File: src/tsw_pkg.sv
// Types and constants of the triplet STDP weight update block.
// No dependencies; used by tsw_mul, triplet_stdp_weight_update, tsw_checker and testbench.
package tsw_pkg;

    localparam int DIGIT_BITS     = 16;
    localparam int CFG_INDEX_BITS = 3;
    localparam int CFG_BASE_FRAC  = 20;

    localparam logic [CFG_INDEX_BITS-1:0] REG_PRE_DECAY   = 3'd0;
    localparam logic [CFG_INDEX_BITS-1:0] REG_SLOW_DECAY  = 3'd1;
    localparam logic [CFG_INDEX_BITS-1:0] REG_FAST_DECAY  = 3'd2;
    localparam logic [CFG_INDEX_BITS-1:0] REG_LTP_GAIN    = 3'd3;
    localparam logic [CFG_INDEX_BITS-1:0] REG_LTD_GAIN    = 3'd4;
    localparam logic [CFG_INDEX_BITS-1:0] REG_HETERO_GAIN = 3'd5;

    // reset values with CFG_BASE_FRAC fraction bits
    localparam logic [31:0] RST_PRE_DECAY   = 32'd1043346;
    localparam logic [31:0] RST_SLOW_DECAY  = 32'd1047528;
    localparam logic [31:0] RST_FAST_DECAY  = 32'd1043346;
    localparam logic [31:0] RST_LTP_GAIN    = 32'd5243;
    localparam logic [31:0] RST_LTD_GAIN    = 32'd5243;
    localparam logic [31:0] RST_HETERO_GAIN = 32'd52429;

    typedef enum logic [1:0] {
        MUL_IDLE,
        MUL_RUN,
        MUL_ROUND
    } tsw_mul_state_t;

    typedef enum logic [3:0] {
        ST_IDLE,
        ST_DECAY_PRE,
        ST_DECAY_SLOW,
        ST_DECAY_FAST,
        ST_LTD,
        ST_EMIT,
        ST_LTP_A,
        ST_LTP_B,
        ST_HET_A,
        ST_HET_B,
        ST_HET_C,
        ST_HET_D
    } tsw_state_t;

endpackage

File: src/tsw_mul.sv
// Shared digit-serial fixed-point multiplier: rounds to nearest, ties away
// from zero, and saturates to the signed word. Depends on tsw_pkg.
module tsw_mul
    import tsw_pkg::*;
#(
    parameter int WORD_BITS = 32,
    parameter int FRAC_BITS = 20,
    parameter int OP_BITS   = 33
)
(
    input  logic                        clk,
    input  logic                        rst_n,
    input  logic                        start,
    input  logic signed [OP_BITS-1:0]   op_a,
    input  logic signed [OP_BITS-1:0]   op_b,
    output logic                        done,
    output logic signed [WORD_BITS-1:0] result
);

    localparam int NUM_DIGITS = (OP_BITS + DIGIT_BITS - 1) / DIGIT_BITS;
    localparam int B_BITS     = NUM_DIGITS * DIGIT_BITS;
    localparam int P_BITS     = OP_BITS + B_BITS;
    localparam int CNT_BITS   = (NUM_DIGITS > 1) ? $clog2(NUM_DIGITS) : 1;
    localparam int PP_BITS    = OP_BITS + DIGIT_BITS;

    localparam logic [P_BITS:0] Q_MAX =
        {{(P_BITS + 2 - WORD_BITS){1'b0}}, {(WORD_BITS - 1){1'b1}}};
    localparam logic [P_BITS:0] Q_NEG_MAX = Q_MAX + (P_BITS + 1)'(1);
    localparam logic [P_BITS:0] HALF = (P_BITS + 1)'(1) << (FRAC_BITS - 1);
    localparam logic signed [WORD_BITS-1:0] W_MAX = {1'b0, {(WORD_BITS - 1){1'b1}}};
    localparam logic signed [WORD_BITS-1:0] W_MIN = {1'b1, {(WORD_BITS - 1){1'b0}}};

    tsw_mul_state_t state_reg, state_next;
    logic [CNT_BITS-1:0]         cnt_reg, cnt_next;
    logic [OP_BITS-1:0]          mag_a_reg, mag_a_next;
    logic [B_BITS-1:0]           mag_b_reg, mag_b_next;
    logic [P_BITS-1:0]           acc_reg, acc_next;
    logic                        neg_reg, neg_next;
    logic                        done_reg, done_next;
    logic signed [WORD_BITS-1:0] result_reg, result_next;

    logic [OP_BITS-1:0]    abs_a, abs_b;
    logic [DIGIT_BITS-1:0] digit;
    logic [PP_BITS-1:0]    partial;
    logic [P_BITS:0]       rounded, quot;
    logic signed [WORD_BITS-1:0] sat_val;

    assign abs_a   = op_a[OP_BITS-1] ? (~op_a + 1'b1) : op_a;
    assign abs_b   = op_b[OP_BITS-1] ? (~op_b + 1'b1) : op_b;
    assign digit   = mag_b_reg[B_BITS-1 -: DIGIT_BITS];
    assign partial = PP_BITS'(mag_a_reg) * PP_BITS'(digit);
    assign rounded = {1'b0, acc_reg} + HALF;
    assign quot    = rounded >> FRAC_BITS;

    always_comb
    begin
        if (!neg_reg)
        begin
            sat_val = (quot > Q_MAX) ? W_MAX : quot[WORD_BITS-1:0];
        end
        else
        begin
            sat_val = (quot > Q_NEG_MAX) ? W_MIN : -quot[WORD_BITS-1:0];
        end
    end

    always_comb
    begin
        state_next = state_reg;
        unique case (state_reg)
            MUL_IDLE:
            begin
                if (start)
                begin
                    state_next = MUL_RUN;
                end
            end
            MUL_RUN:
            begin
                if (cnt_reg == CNT_BITS'(NUM_DIGITS - 1))
                begin
                    state_next = MUL_ROUND;
                end
            end
            MUL_ROUND:
            begin
                state_next = MUL_IDLE;
            end
            default:
            begin
                state_next = MUL_IDLE;
            end
        endcase
    end

    always_comb
    begin
        cnt_next    = cnt_reg;
        mag_a_next  = mag_a_reg;
        mag_b_next  = mag_b_reg;
        acc_next    = acc_reg;
        neg_next    = neg_reg;
        done_next   = 1'b0;
        result_next = result_reg;
        unique case (state_reg)
            MUL_IDLE:
            begin
                if (start)
                begin
                    neg_next   = op_a[OP_BITS-1] ^ op_b[OP_BITS-1];
                    mag_a_next = abs_a;
                    mag_b_next = B_BITS'(abs_b);
                    acc_next   = '0;
                    cnt_next   = '0;
                end
            end
            MUL_RUN:
            begin
                acc_next   = (acc_reg << DIGIT_BITS) + P_BITS'(partial);
                mag_b_next = mag_b_reg << DIGIT_BITS;
                cnt_next   = cnt_reg + 1'b1;
            end
            MUL_ROUND:
            begin
                done_next   = 1'b1;
                result_next = sat_val;
            end
            default:
            begin
                done_next = 1'b0;
            end
        endcase
    end

    always_ff @(posedge clk or negedge rst_n)
    begin
        if (!rst_n)
        begin
            state_reg <= MUL_IDLE;
            done_reg  <= 1'b0;
        end
        else
        begin
            state_reg <= state_next;
            done_reg  <= done_next;
        end
    end

    always_ff @(posedge clk)
    begin
        cnt_reg    <= cnt_next;
        mag_a_reg  <= mag_a_next;
        mag_b_reg  <= mag_b_next;
        acc_reg    <= acc_next;
        neg_reg    <= neg_next;
        result_reg <= result_next;
    end

    assign done   = done_reg;
    assign result = result_reg;

endmodule

File: src/triplet_stdp_weight_update.sv
// Triplet STDP synapse weight update with a heterosynaptic term, top level.
// Depends on tsw_pkg and tsw_mul.
//
//   channel | signals                                  | handshake
//   --------+------------------------------------------+------------------
//   input   | pre_count, post_count                    | in_valid/in_ready
//   output  | spike_multiplicity, spike_weight         | out_valid/out_ready
//   config  | cfg_index, cfg_data                      | cfg_wr_en, no wait
//
// Every multiply runs on the shared tsw_mul, which works through NUM_DIGITS digits
// of 16 bits, NUM_DIGITS being ceil(max(WORD_BITS+1, FRAC_BITS+2) / 16).
// A tick runs 3 to 10 multiplies: the trace decays always, the LTD step with a
// pre spike, and the LTP and heterosynaptic steps with a post spike.
// in_ready is high only while idle. A pending result stalls the sequencer only
// when the next one is ready to load. Reset restores weight 1.0, zero traces
// and the default registers at once.
module triplet_stdp_weight_update
    import tsw_pkg::*;
#(
    parameter int WORD_BITS = 32,
    parameter int FRAC_BITS = 20
)
(
    input  logic                        clk,
    input  logic                        rst_n,
    input  logic                        in_valid,
    output logic                        in_ready,
    input  logic [7:0]                  pre_count,
    input  logic [7:0]                  post_count,
    output logic                        out_valid,
    input  logic                        out_ready,
    output logic [7:0]                  spike_multiplicity,
    output logic signed [WORD_BITS-1:0] spike_weight,
    input  logic                        cfg_wr_en,
    input  logic [CFG_INDEX_BITS-1:0]   cfg_index,
    input  logic [FRAC_BITS:0]          cfg_data
);

    localparam int CFG_BITS = FRAC_BITS + 1;
    localparam int OP_BITS  = (WORD_BITS + 1 > FRAC_BITS + 2) ? WORD_BITS + 1 : FRAC_BITS + 2;
    localparam int X_BITS   = WORD_BITS + 2;
    localparam int CFG_UP   = (FRAC_BITS >= CFG_BASE_FRAC) ? FRAC_BITS - CFG_BASE_FRAC : 0;
    localparam int CFG_DN   = (FRAC_BITS <  CFG_BASE_FRAC) ? CFG_BASE_FRAC - FRAC_BITS : 0;

    localparam logic signed [X_BITS-1:0] ONE_X =
        {{(WORD_BITS + 1 - FRAC_BITS){1'b0}}, 1'b1, {FRAC_BITS{1'b0}}};
    localparam logic signed [WORD_BITS-1:0] W_MAX = {1'b0, {(WORD_BITS - 1){1'b1}}};
    localparam logic signed [WORD_BITS-1:0] W_MIN = {1'b1, {(WORD_BITS - 1){1'b0}}};

    function automatic logic [CFG_BITS-1:0] scale_cfg(input logic [31:0] v);
        logic [63:0] wide;
        wide = ({32'd0, v} << CFG_UP) >> CFG_DN;
        return wide[CFG_BITS-1:0];
    endfunction

    function automatic logic signed [WORD_BITS-1:0] sat_word(
        input logic signed [X_BITS-1:0] v
    );
        logic signed [WORD_BITS-1:0] r;
        if ((v[X_BITS-1:WORD_BITS-1] == '0) || (v[X_BITS-1:WORD_BITS-1] == '1))
        begin
            r = v[WORD_BITS-1:0];
        end
        else
        begin
            r = v[X_BITS-1] ? W_MIN : W_MAX;
        end
        return r;
    endfunction

    tsw_state_t state_reg, state_next;

    logic [CFG_BITS-1:0] pre_decay_reg, slow_decay_reg, fast_decay_reg;
    logic [CFG_BITS-1:0] ltp_gain_reg, ltd_gain_reg, hetero_gain_reg;

    logic signed [WORD_BITS-1:0] weight_reg, weight_next;
    logic signed [WORD_BITS-1:0] pre_reg, pre_next;
    logic signed [WORD_BITS-1:0] slow_reg, slow_next;
    logic signed [WORD_BITS-1:0] fast_reg, fast_next;
    logic signed [WORD_BITS-1:0] tmp_reg, tmp_next;
    logic signed [WORD_BITS-1:0] ltp_reg, ltp_next;
    logic [7:0]                  pre_n_reg, pre_n_next;
    logic [7:0]                  post_n_reg, post_n_next;
    logic                        issued_reg, issued_next;
    logic                        out_valid_reg, out_valid_next;
    logic [7:0]                  mult_reg, mult_next;
    logic signed [WORD_BITS-1:0] out_weight_reg, out_weight_next;

    logic                        mul_start, mul_done, mul_state, out_load;
    logic signed [OP_BITS-1:0]   op_a, op_b;
    logic signed [WORD_BITS-1:0] mul_result;
    logic signed [WORD_BITS:0]   weight_m1;

    assign weight_m1 = (WORD_BITS + 1)'(weight_reg) - ONE_X[WORD_BITS:0];

    tsw_mul #(
        .WORD_BITS (WORD_BITS),
        .FRAC_BITS (FRAC_BITS),
        .OP_BITS   (OP_BITS)
    ) u_mul (
        .clk    (clk),
        .rst_n  (rst_n),
        .start  (mul_start),
        .op_a   (op_a),
        .op_b   (op_b),
        .done   (mul_done),
        .result (mul_result)
    );

    always_comb
    begin
        state_next = state_reg;
        unique case (state_reg)
            ST_IDLE:
            begin
                if (in_valid)
                begin
                    state_next = ST_DECAY_PRE;
                end
            end
            ST_DECAY_PRE:
            begin
                if (mul_done)
                begin
                    state_next = ST_DECAY_SLOW;
                end
            end
            ST_DECAY_SLOW:
            begin
                if (mul_done)
                begin
                    state_next = ST_DECAY_FAST;
                end
            end
            ST_DECAY_FAST:
            begin
                if (mul_done)
                begin
                    if (pre_n_reg != 8'd0)
                    begin
                        state_next = ST_LTD;
                    end
                    else if (post_n_reg != 8'd0)
                    begin
                        state_next = ST_LTP_A;
                    end
                    else
                    begin
                        state_next = ST_IDLE;
                    end
                end
            end
            ST_LTD:
            begin
                if (mul_done)
                begin
                    state_next = ST_EMIT;
                end
            end
            ST_EMIT:
            begin
                if (!out_valid_reg || out_ready)
                begin
                    state_next = (post_n_reg != 8'd0) ? ST_LTP_A : ST_IDLE;
                end
            end
            ST_LTP_A:
            begin
                if (mul_done)
                begin
                    state_next = ST_LTP_B;
                end
            end
            ST_LTP_B:
            begin
                if (mul_done)
                begin
                    state_next = ST_HET_A;
                end
            end
            ST_HET_A:
            begin
                if (mul_done)
                begin
                    state_next = ST_HET_B;
                end
            end
            ST_HET_B:
            begin
                if (mul_done)
                begin
                    state_next = ST_HET_C;
                end
            end
            ST_HET_C:
            begin
                if (mul_done)
                begin
                    state_next = ST_HET_D;
                end
            end
            ST_HET_D:
            begin
                if (mul_done)
                begin
                    state_next = ST_IDLE;
                end
            end
            default:
            begin
                state_next = ST_IDLE;
            end
        endcase
    end

    always_comb
    begin
        weight_next     = weight_reg;
        pre_next        = pre_reg;
        slow_next       = slow_reg;
        fast_next       = fast_reg;
        tmp_next        = tmp_reg;
        ltp_next        = ltp_reg;
        pre_n_next      = pre_n_reg;
        post_n_next     = post_n_reg;
        mult_next       = mult_reg;
        out_weight_next = out_weight_reg;
        out_load        = 1'b0;
        op_a            = '0;
        op_b            = '0;
        mul_state       = (state_reg != ST_IDLE) && (state_reg != ST_EMIT);
        mul_start       = mul_state && !issued_reg;
        unique case (state_reg)
            ST_IDLE:
            begin
                if (in_valid)
                begin
                    pre_n_next  = pre_count;
                    post_n_next = post_count;
                end
            end
            ST_DECAY_PRE:
            begin
                op_a = OP_BITS'(pre_reg);
                op_b = OP_BITS'(pre_decay_reg);
                if (mul_done)
                begin
                    pre_next = mul_result;
                end
            end
            ST_DECAY_SLOW:
            begin
                op_a = OP_BITS'(slow_reg);
                op_b = OP_BITS'(slow_decay_reg);
                if (mul_done)
                begin
                    slow_next = mul_result;
                end
            end
            ST_DECAY_FAST:
            begin
                op_a = OP_BITS'(fast_reg);
                op_b = OP_BITS'(fast_decay_reg);
                if (mul_done)
                begin
                    fast_next = mul_result;
                end
            end
            ST_LTD:
            begin
                op_a = OP_BITS'(ltd_gain_reg);
                op_b = OP_BITS'(fast_reg);
                if (mul_done)
                begin
                    weight_next = sat_word(X_BITS'(weight_reg) - X_BITS'(mul_result));
                    pre_next    = sat_word(X_BITS'(pre_reg) + ONE_X);
                end
            end
            ST_EMIT:
            begin
                if (!out_valid_reg || out_ready)
                begin
                    out_load        = 1'b1;
                    mult_next       = pre_n_reg;
                    out_weight_next = weight_reg;
                end
            end
            ST_LTP_A:
            begin
                op_a = OP_BITS'(ltp_gain_reg);
                op_b = OP_BITS'(pre_reg);
                if (mul_done)
                begin
                    tmp_next = mul_result;
                end
            end
            ST_LTP_B:
            begin
                op_a = OP_BITS'(tmp_reg);
                op_b = OP_BITS'(slow_reg);
                if (mul_done)
                begin
                    ltp_next = mul_result;
                end
            end
            ST_HET_A:
            begin
                op_a = OP_BITS'(hetero_gain_reg);
                op_b = OP_BITS'(weight_m1);
                if (mul_done)
                begin
                    tmp_next = mul_result;
                end
            end
            ST_HET_B, ST_HET_C:
            begin
                op_a = OP_BITS'(tmp_reg);
                op_b = OP_BITS'(fast_reg);
                if (mul_done)
                begin
                    tmp_next = mul_result;
                end
            end
            ST_HET_D:
            begin
                op_a = OP_BITS'(tmp_reg);
                op_b = OP_BITS'(fast_reg);
                if (mul_done)
                begin
                    weight_next = sat_word(X_BITS'(weight_reg) + X_BITS'(ltp_reg)
                                           - X_BITS'(mul_result));
                    slow_next   = sat_word(X_BITS'(slow_reg) + ONE_X);
                    fast_next   = sat_word(X_BITS'(fast_reg) + ONE_X);
                end
            end
            default:
            begin
                out_load = 1'b0;
            end
        endcase
        issued_next    = mul_done ? 1'b0 : (mul_start ? 1'b1 : issued_reg);
        out_valid_next = (out_valid_reg && !out_ready) || out_load;
    end

    always_ff @(posedge clk or negedge rst_n)
    begin
        if (!rst_n)
        begin
            state_reg       <= ST_IDLE;
            issued_reg      <= 1'b0;
            out_valid_reg   <= 1'b0;
            weight_reg      <= ONE_X[WORD_BITS-1:0];
            pre_reg         <= '0;
            slow_reg        <= '0;
            fast_reg        <= '0;
            pre_decay_reg   <= scale_cfg(RST_PRE_DECAY);
            slow_decay_reg  <= scale_cfg(RST_SLOW_DECAY);
            fast_decay_reg  <= scale_cfg(RST_FAST_DECAY);
            ltp_gain_reg    <= scale_cfg(RST_LTP_GAIN);
            ltd_gain_reg    <= scale_cfg(RST_LTD_GAIN);
            hetero_gain_reg <= scale_cfg(RST_HETERO_GAIN);
        end
        else
        begin
            state_reg     <= state_next;
            issued_reg    <= issued_next;
            out_valid_reg <= out_valid_next;
            weight_reg    <= weight_next;
            pre_reg       <= pre_next;
            slow_reg      <= slow_next;
            fast_reg      <= fast_next;
            if (cfg_wr_en)
            begin
                unique case (cfg_index)
                    REG_PRE_DECAY:   pre_decay_reg   <= cfg_data;
                    REG_SLOW_DECAY:  slow_decay_reg  <= cfg_data;
                    REG_FAST_DECAY:  fast_decay_reg  <= cfg_data;
                    REG_LTP_GAIN:    ltp_gain_reg    <= cfg_data;
                    REG_LTD_GAIN:    ltd_gain_reg    <= cfg_data;
                    REG_HETERO_GAIN: hetero_gain_reg <= cfg_data;
                    default:         pre_decay_reg   <= pre_decay_reg;
                endcase
            end
        end
    end

    always_ff @(posedge clk)
    begin
        tmp_reg        <= tmp_next;
        ltp_reg        <= ltp_next;
        pre_n_reg      <= pre_n_next;
        post_n_reg     <= post_n_next;
        mult_reg       <= mult_next;
        out_weight_reg <= out_weight_next;
    end

    assign in_ready           = (state_reg == ST_IDLE);
    assign out_valid          = out_valid_reg;
    assign spike_multiplicity = mult_reg;
    assign spike_weight       = out_weight_reg;

endmodule

File: config.mk
export PLATFORM = sky130hd
export DESIGN_NAME = triplet_stdp_weight_update
export DESIGN_NICKNAME = d
export VERILOG_FILES = /design/src/tsw_pkg.sv /design/src/tsw_mul.sv /design/src/triplet_stdp_weight_update.sv
export SDC_FILE = /design/constraint.sdc
export NUM_CORES = 2
export LEC_CHECK = 0
export BUFFER_PORTS_ARGS = -buffer_cell sky130_fd_sc_hd__buf_4
export CELL_PAD_IN_SITES_DETAIL_PLACEMENT = 2
export CELL_PAD_IN_SITES_GLOBAL_PLACEMENT = 2
export CORE_UTILIZATION = 46
export DETAILED_ROUTE_END_ITERATION = 8
export PLACE_DENSITY_LB_ADDON = 0.1
export SLEW_MARGIN = 15
export SYNTH_ARGS = -nofsm -noshare
export SYNTH_HDL_FRONTEND = slang
export SYNTH_HIERARCHICAL = 1
export SYNTH_SLANG_ARGS = --single-unit
File: constraint.sdc
create_clock -name clk -period 15.9 [get_ports clk]
set_input_delay 0.795 -clock clk [delete_from_list [all_inputs] [get_ports clk]]
set_output_delay 0.795 -clock clk [all_outputs]
set_load 0.005 [all_outputs]
==> results by group <==
Outcome
  – Status: finished, final reports clean

Route
  – Post-DR wirelength/cell: around 31 microns
  – WL final: between 200 and 250 mm
  – Starting DRT DRC Count: 3604
  – Vias: 44200
  – 1st-pass router iterations: 8
  – DRC viols: 0
  – ANT nets after route: 0
  – DR vias/cell: ~6.3

Cells and area
  – Fillers: between 10000 and 15000
  – Layout cells sized above 1: 0.109
  – Max FFs per register: about 80
  – Final nets: around 6000
  – Utilization after layout: 0.506
  – Area growth from synthesis to layout: 9.23%

Global routing
  – GR Overflow Total: 0
  – GRT Total Usage: 0.384
  – Global-route wire length before repair: 330 mm
  – Initial antenna violation count: 10
  – Maximum number of pins on one net before global-route repair: 70
  – Number of global-route vias before repair: 50400

STA
  – RSZ-0062 raised after global routing: false
  – Relative slew margins: 0.197
  – Setup Skew: approximately 0.040 ns
  – Fmax: between 100 and 150 MHz
  – Fin. Hold Viols: 0
  – Post-route minimum period: ~9.3 ns
  – Slew Viols, Final: 0
  – Pin slew with the least headroom to its limit: approximately 1.2 ns
  – Hold Worst Slack: about 0.096 ns
  – Final period util: 0.585
  – Setup_tns: 0 ns
  – Final setup viols: 0

Synth
  – Syn avg cell area: ~9.5 sq um
  – Synth top cells by count: 836 x inv_1, 571 x nand2_1, 498 x fa_1
  – Largest area contributor in the synthesized netlist: fa_1
  – Most common cell in the netlist: inv_1
  – Yosys top cell area share: 0.192
  – Most common flop cell mapped by yosys: edfxtp_1
  – Post-synth EDFFs: 317
  – Ys async rst share: 0.453
  – YS warnings: 6
  – Register area share after synthesis: 0.311
  – Synth cell types: 98
  – Post-Synthesis Cell Area: approximately 52000 sq um
  – Seq cells post-synth: 580
  – Largest cells by area after synthesis: fa_1 19%, edfxtp_1 18%, dfrtp_1 9.4%, inv_1 6.0%, ha_1 5.2%
  – Syn nets: about 6200
  – Synth Instances: between 5000 and 6000

Critical path
  – Crit path largest cell delay: between 0.9 and 1 ns
  – Crit path to: u_mul/acc_reg[71]$_SDFFCE_PN0P_
  – Worst setup EP type: flop
  – Buf+Inv Stages, Crit Path: 4
  – Cell Chain, Critical Path: buf_4 -> nand2_1 -> fa_1 -> inv_1 -> fa_1 -> fa_1 -> fa_1 -> fa_1 -> inv_1 -> fa_1 -> inv_1 -> ha_1 -> nand4_1 -> or3_1 -> a2111o_1 -> a2111oi_2 -> nor2_1 -> a21oi_1 -> a21oi_1 -> or4_1 -> a21oi_1
  – Origin of the worst setup path: u_mul/mag_b_reg[39]$_SDFFCE_PN0P_
  – Crit Path Max Fanout: 17
  – CP dominant cell by count: fa_1
  – Worst reg2reg setup slack: 6.60 ns
  – WP depth: 21
  – RR Startpoint: u_mul/mag_b_reg[39]$_SDFFCE_PN0P_
  – Worst r2r dst: u_mul/acc_reg[71]$_SDFFCE_PN0P_
  – CP max-delay cell: edfxtp_1
  – CP required: 16.40 ns
  – CP startpoint kind: flop
  – Largest delay contributor family on the critical path: adder cells
  – Crit Path Class: reg -> reg
  – R2R cell count: 21
  – WP data arrival: approximately 10 ns

CTS
  – Clk slew on worst S/H paths: roughly 0.06 ns
  – Clk_lat worst skew: 0.68 ns
  – CTS tree: done
  – TritonCTS Buffers: 74
  – Post-CTS sizing: 0
  – H-tree depth: 3
  – Hold buffers post-CTS: 0
  – CTS Sinks: 580
  – Setup bufs post-CTS: 0
  – Root Driver: clkbuf_16
  – Buffers from clock root to sink, at most: 3

Floorplan
  – Core area: approximately 110000 sq um
  – Initial Utilization: 0.463
  – Die Footprint: ~110000 sq um
  – Site row count: between 100 and 150
  – I/O pin cnt: 87
  – Die Wd: about 340 microns
  – Die H: approximately 340 microns

Job
  – Max-cap violations: 0

Placed design
  – Final GP Congestion: between 0.8 and 0.9
  – Port Buffers: 86
  – Detailed Place HPWL: approximately 160 mm

Hold path
  – Hold Crit Class: in -> async
[stage by stage]
step	instances	cell area [sq um]	setup WS [ns]
2_1_floorplan	5466	52000	8.63
3_3_place_gp	6847	54200	7.15
3_5_place_dp	6847	54200	6.79
4_1_cts	6984	56800	6.70
5_1_grt	6988	56800	6.32
6_report	6988	56800	6.60
[placed cells by master (no fill, tap or decap), types with 12 or more instances in the layout]
| cell | n |
|---|---|
| o21bai_1 | 19 |
| and4_1 | 18 |
| nand3_1 | 118 |
| nand2b_1 | 20 |
| a222oi_1 | 63 |
| ha_1 | 216 |
| nor2b_1 | 12 |
| fa_1 | 498 |
| nand4_1 | 53 |
| nor3_2 | 18 |
| a221oi_2 | 16 |
| a21o_1 | 71 |
| inv_1 | 836 |
| edfxtp_1 | 317 |
| xor2_1 | 107 |
| a31oi_1 | 43 |
| a211oi_1 | 20 |
| nand2_1 | 570 |
| o21ai_0 | 192 |
| o21a_1 | 32 |
| dfstp_2 | 67 |
| buf_4 | 165 |
| nor2_1 | 270 |
| or3_1 | 25 |
| and2_1 | 265 |
| mux2_2 | 127 |
| o31ai_1 | 50 |
| clkbuf_1 | 17 |
| a22oi_1 | 86 |
| clkbuf_16 | 78 |
| nor3_1 | 67 |
| xnor2_1 | 158 |
| and3_1 | 50 |
| nor4_1 | 21 |
| dfrtp_1 | 196 |
| o211ai_1 | 25 |
| a21oi_1 | 291 |
| nor3b_1 | 20 |
[per-layer routing]
| layer | vias to the layer above | global-route usage | share of wire |
|---|---|---|---|
| met5 | - | 0 | 0.00032 |
| met4 | 10 | 0.212 | 0.060 |
| met3 | 678 | 0.0636 | 0.066 |
| met2 | 1862 | 0.653 | 0.49 |
| met1 | 23300 | 0.464 | 0.38 |
| li1 | 18300 | - | - |
[worst min-delay path by stage]
stage          depth (start not counted)                              end
2_1_floorplan                          0  spike_multiplicity[1]$_DFFE_PP_
3_3_place_gp                           0  spike_multiplicity[7]$_DFFE_PP_
3_5_place_dp                           0  spike_multiplicity[5]$_DFFE_PP_
4_1_cts                                1       weight_reg[25]$_DFFE_PN0P_
5_1_grt                                1       weight_reg[24]$_DFFE_PN0P_
6_report                               1       weight_reg[25]$_DFFE_PN0P_
[final cells by class]
type                    count  area, sq um  share of cell area
flip-flops and latches    580        16200               0.285
multi-input cells        3763        31700               0.558
well taps                1500         1880              0.0330
inverters                 838         3150              0.0553
clock buffers             105         2150              0.0379
repair buffers            168         1290              0.0228
diodes                      2         5.00           0.0000881
clock inverters            32          459             0.00808
[kinds of logic after synthesis]
| group | Yosys count | synth area share |
|---|---|---|
| and+or+nand+nor | 1596 | 0.152 |
| buffers and inverters | 1123 | 0.0831 |
| AOI/OAI and AO/OA | 1051 | 0.136 |
| adders and majority gates | 714 | 0.244 |
| DFF | 580 | 0.311 |
| xor gates and xnor gates | 265 | 0.0446 |
| muxes | 137 | 0.0294 |
Power is not shown: default switching activity piles up to over one toggle a cycle in this logic, so the estimate is an artifact.
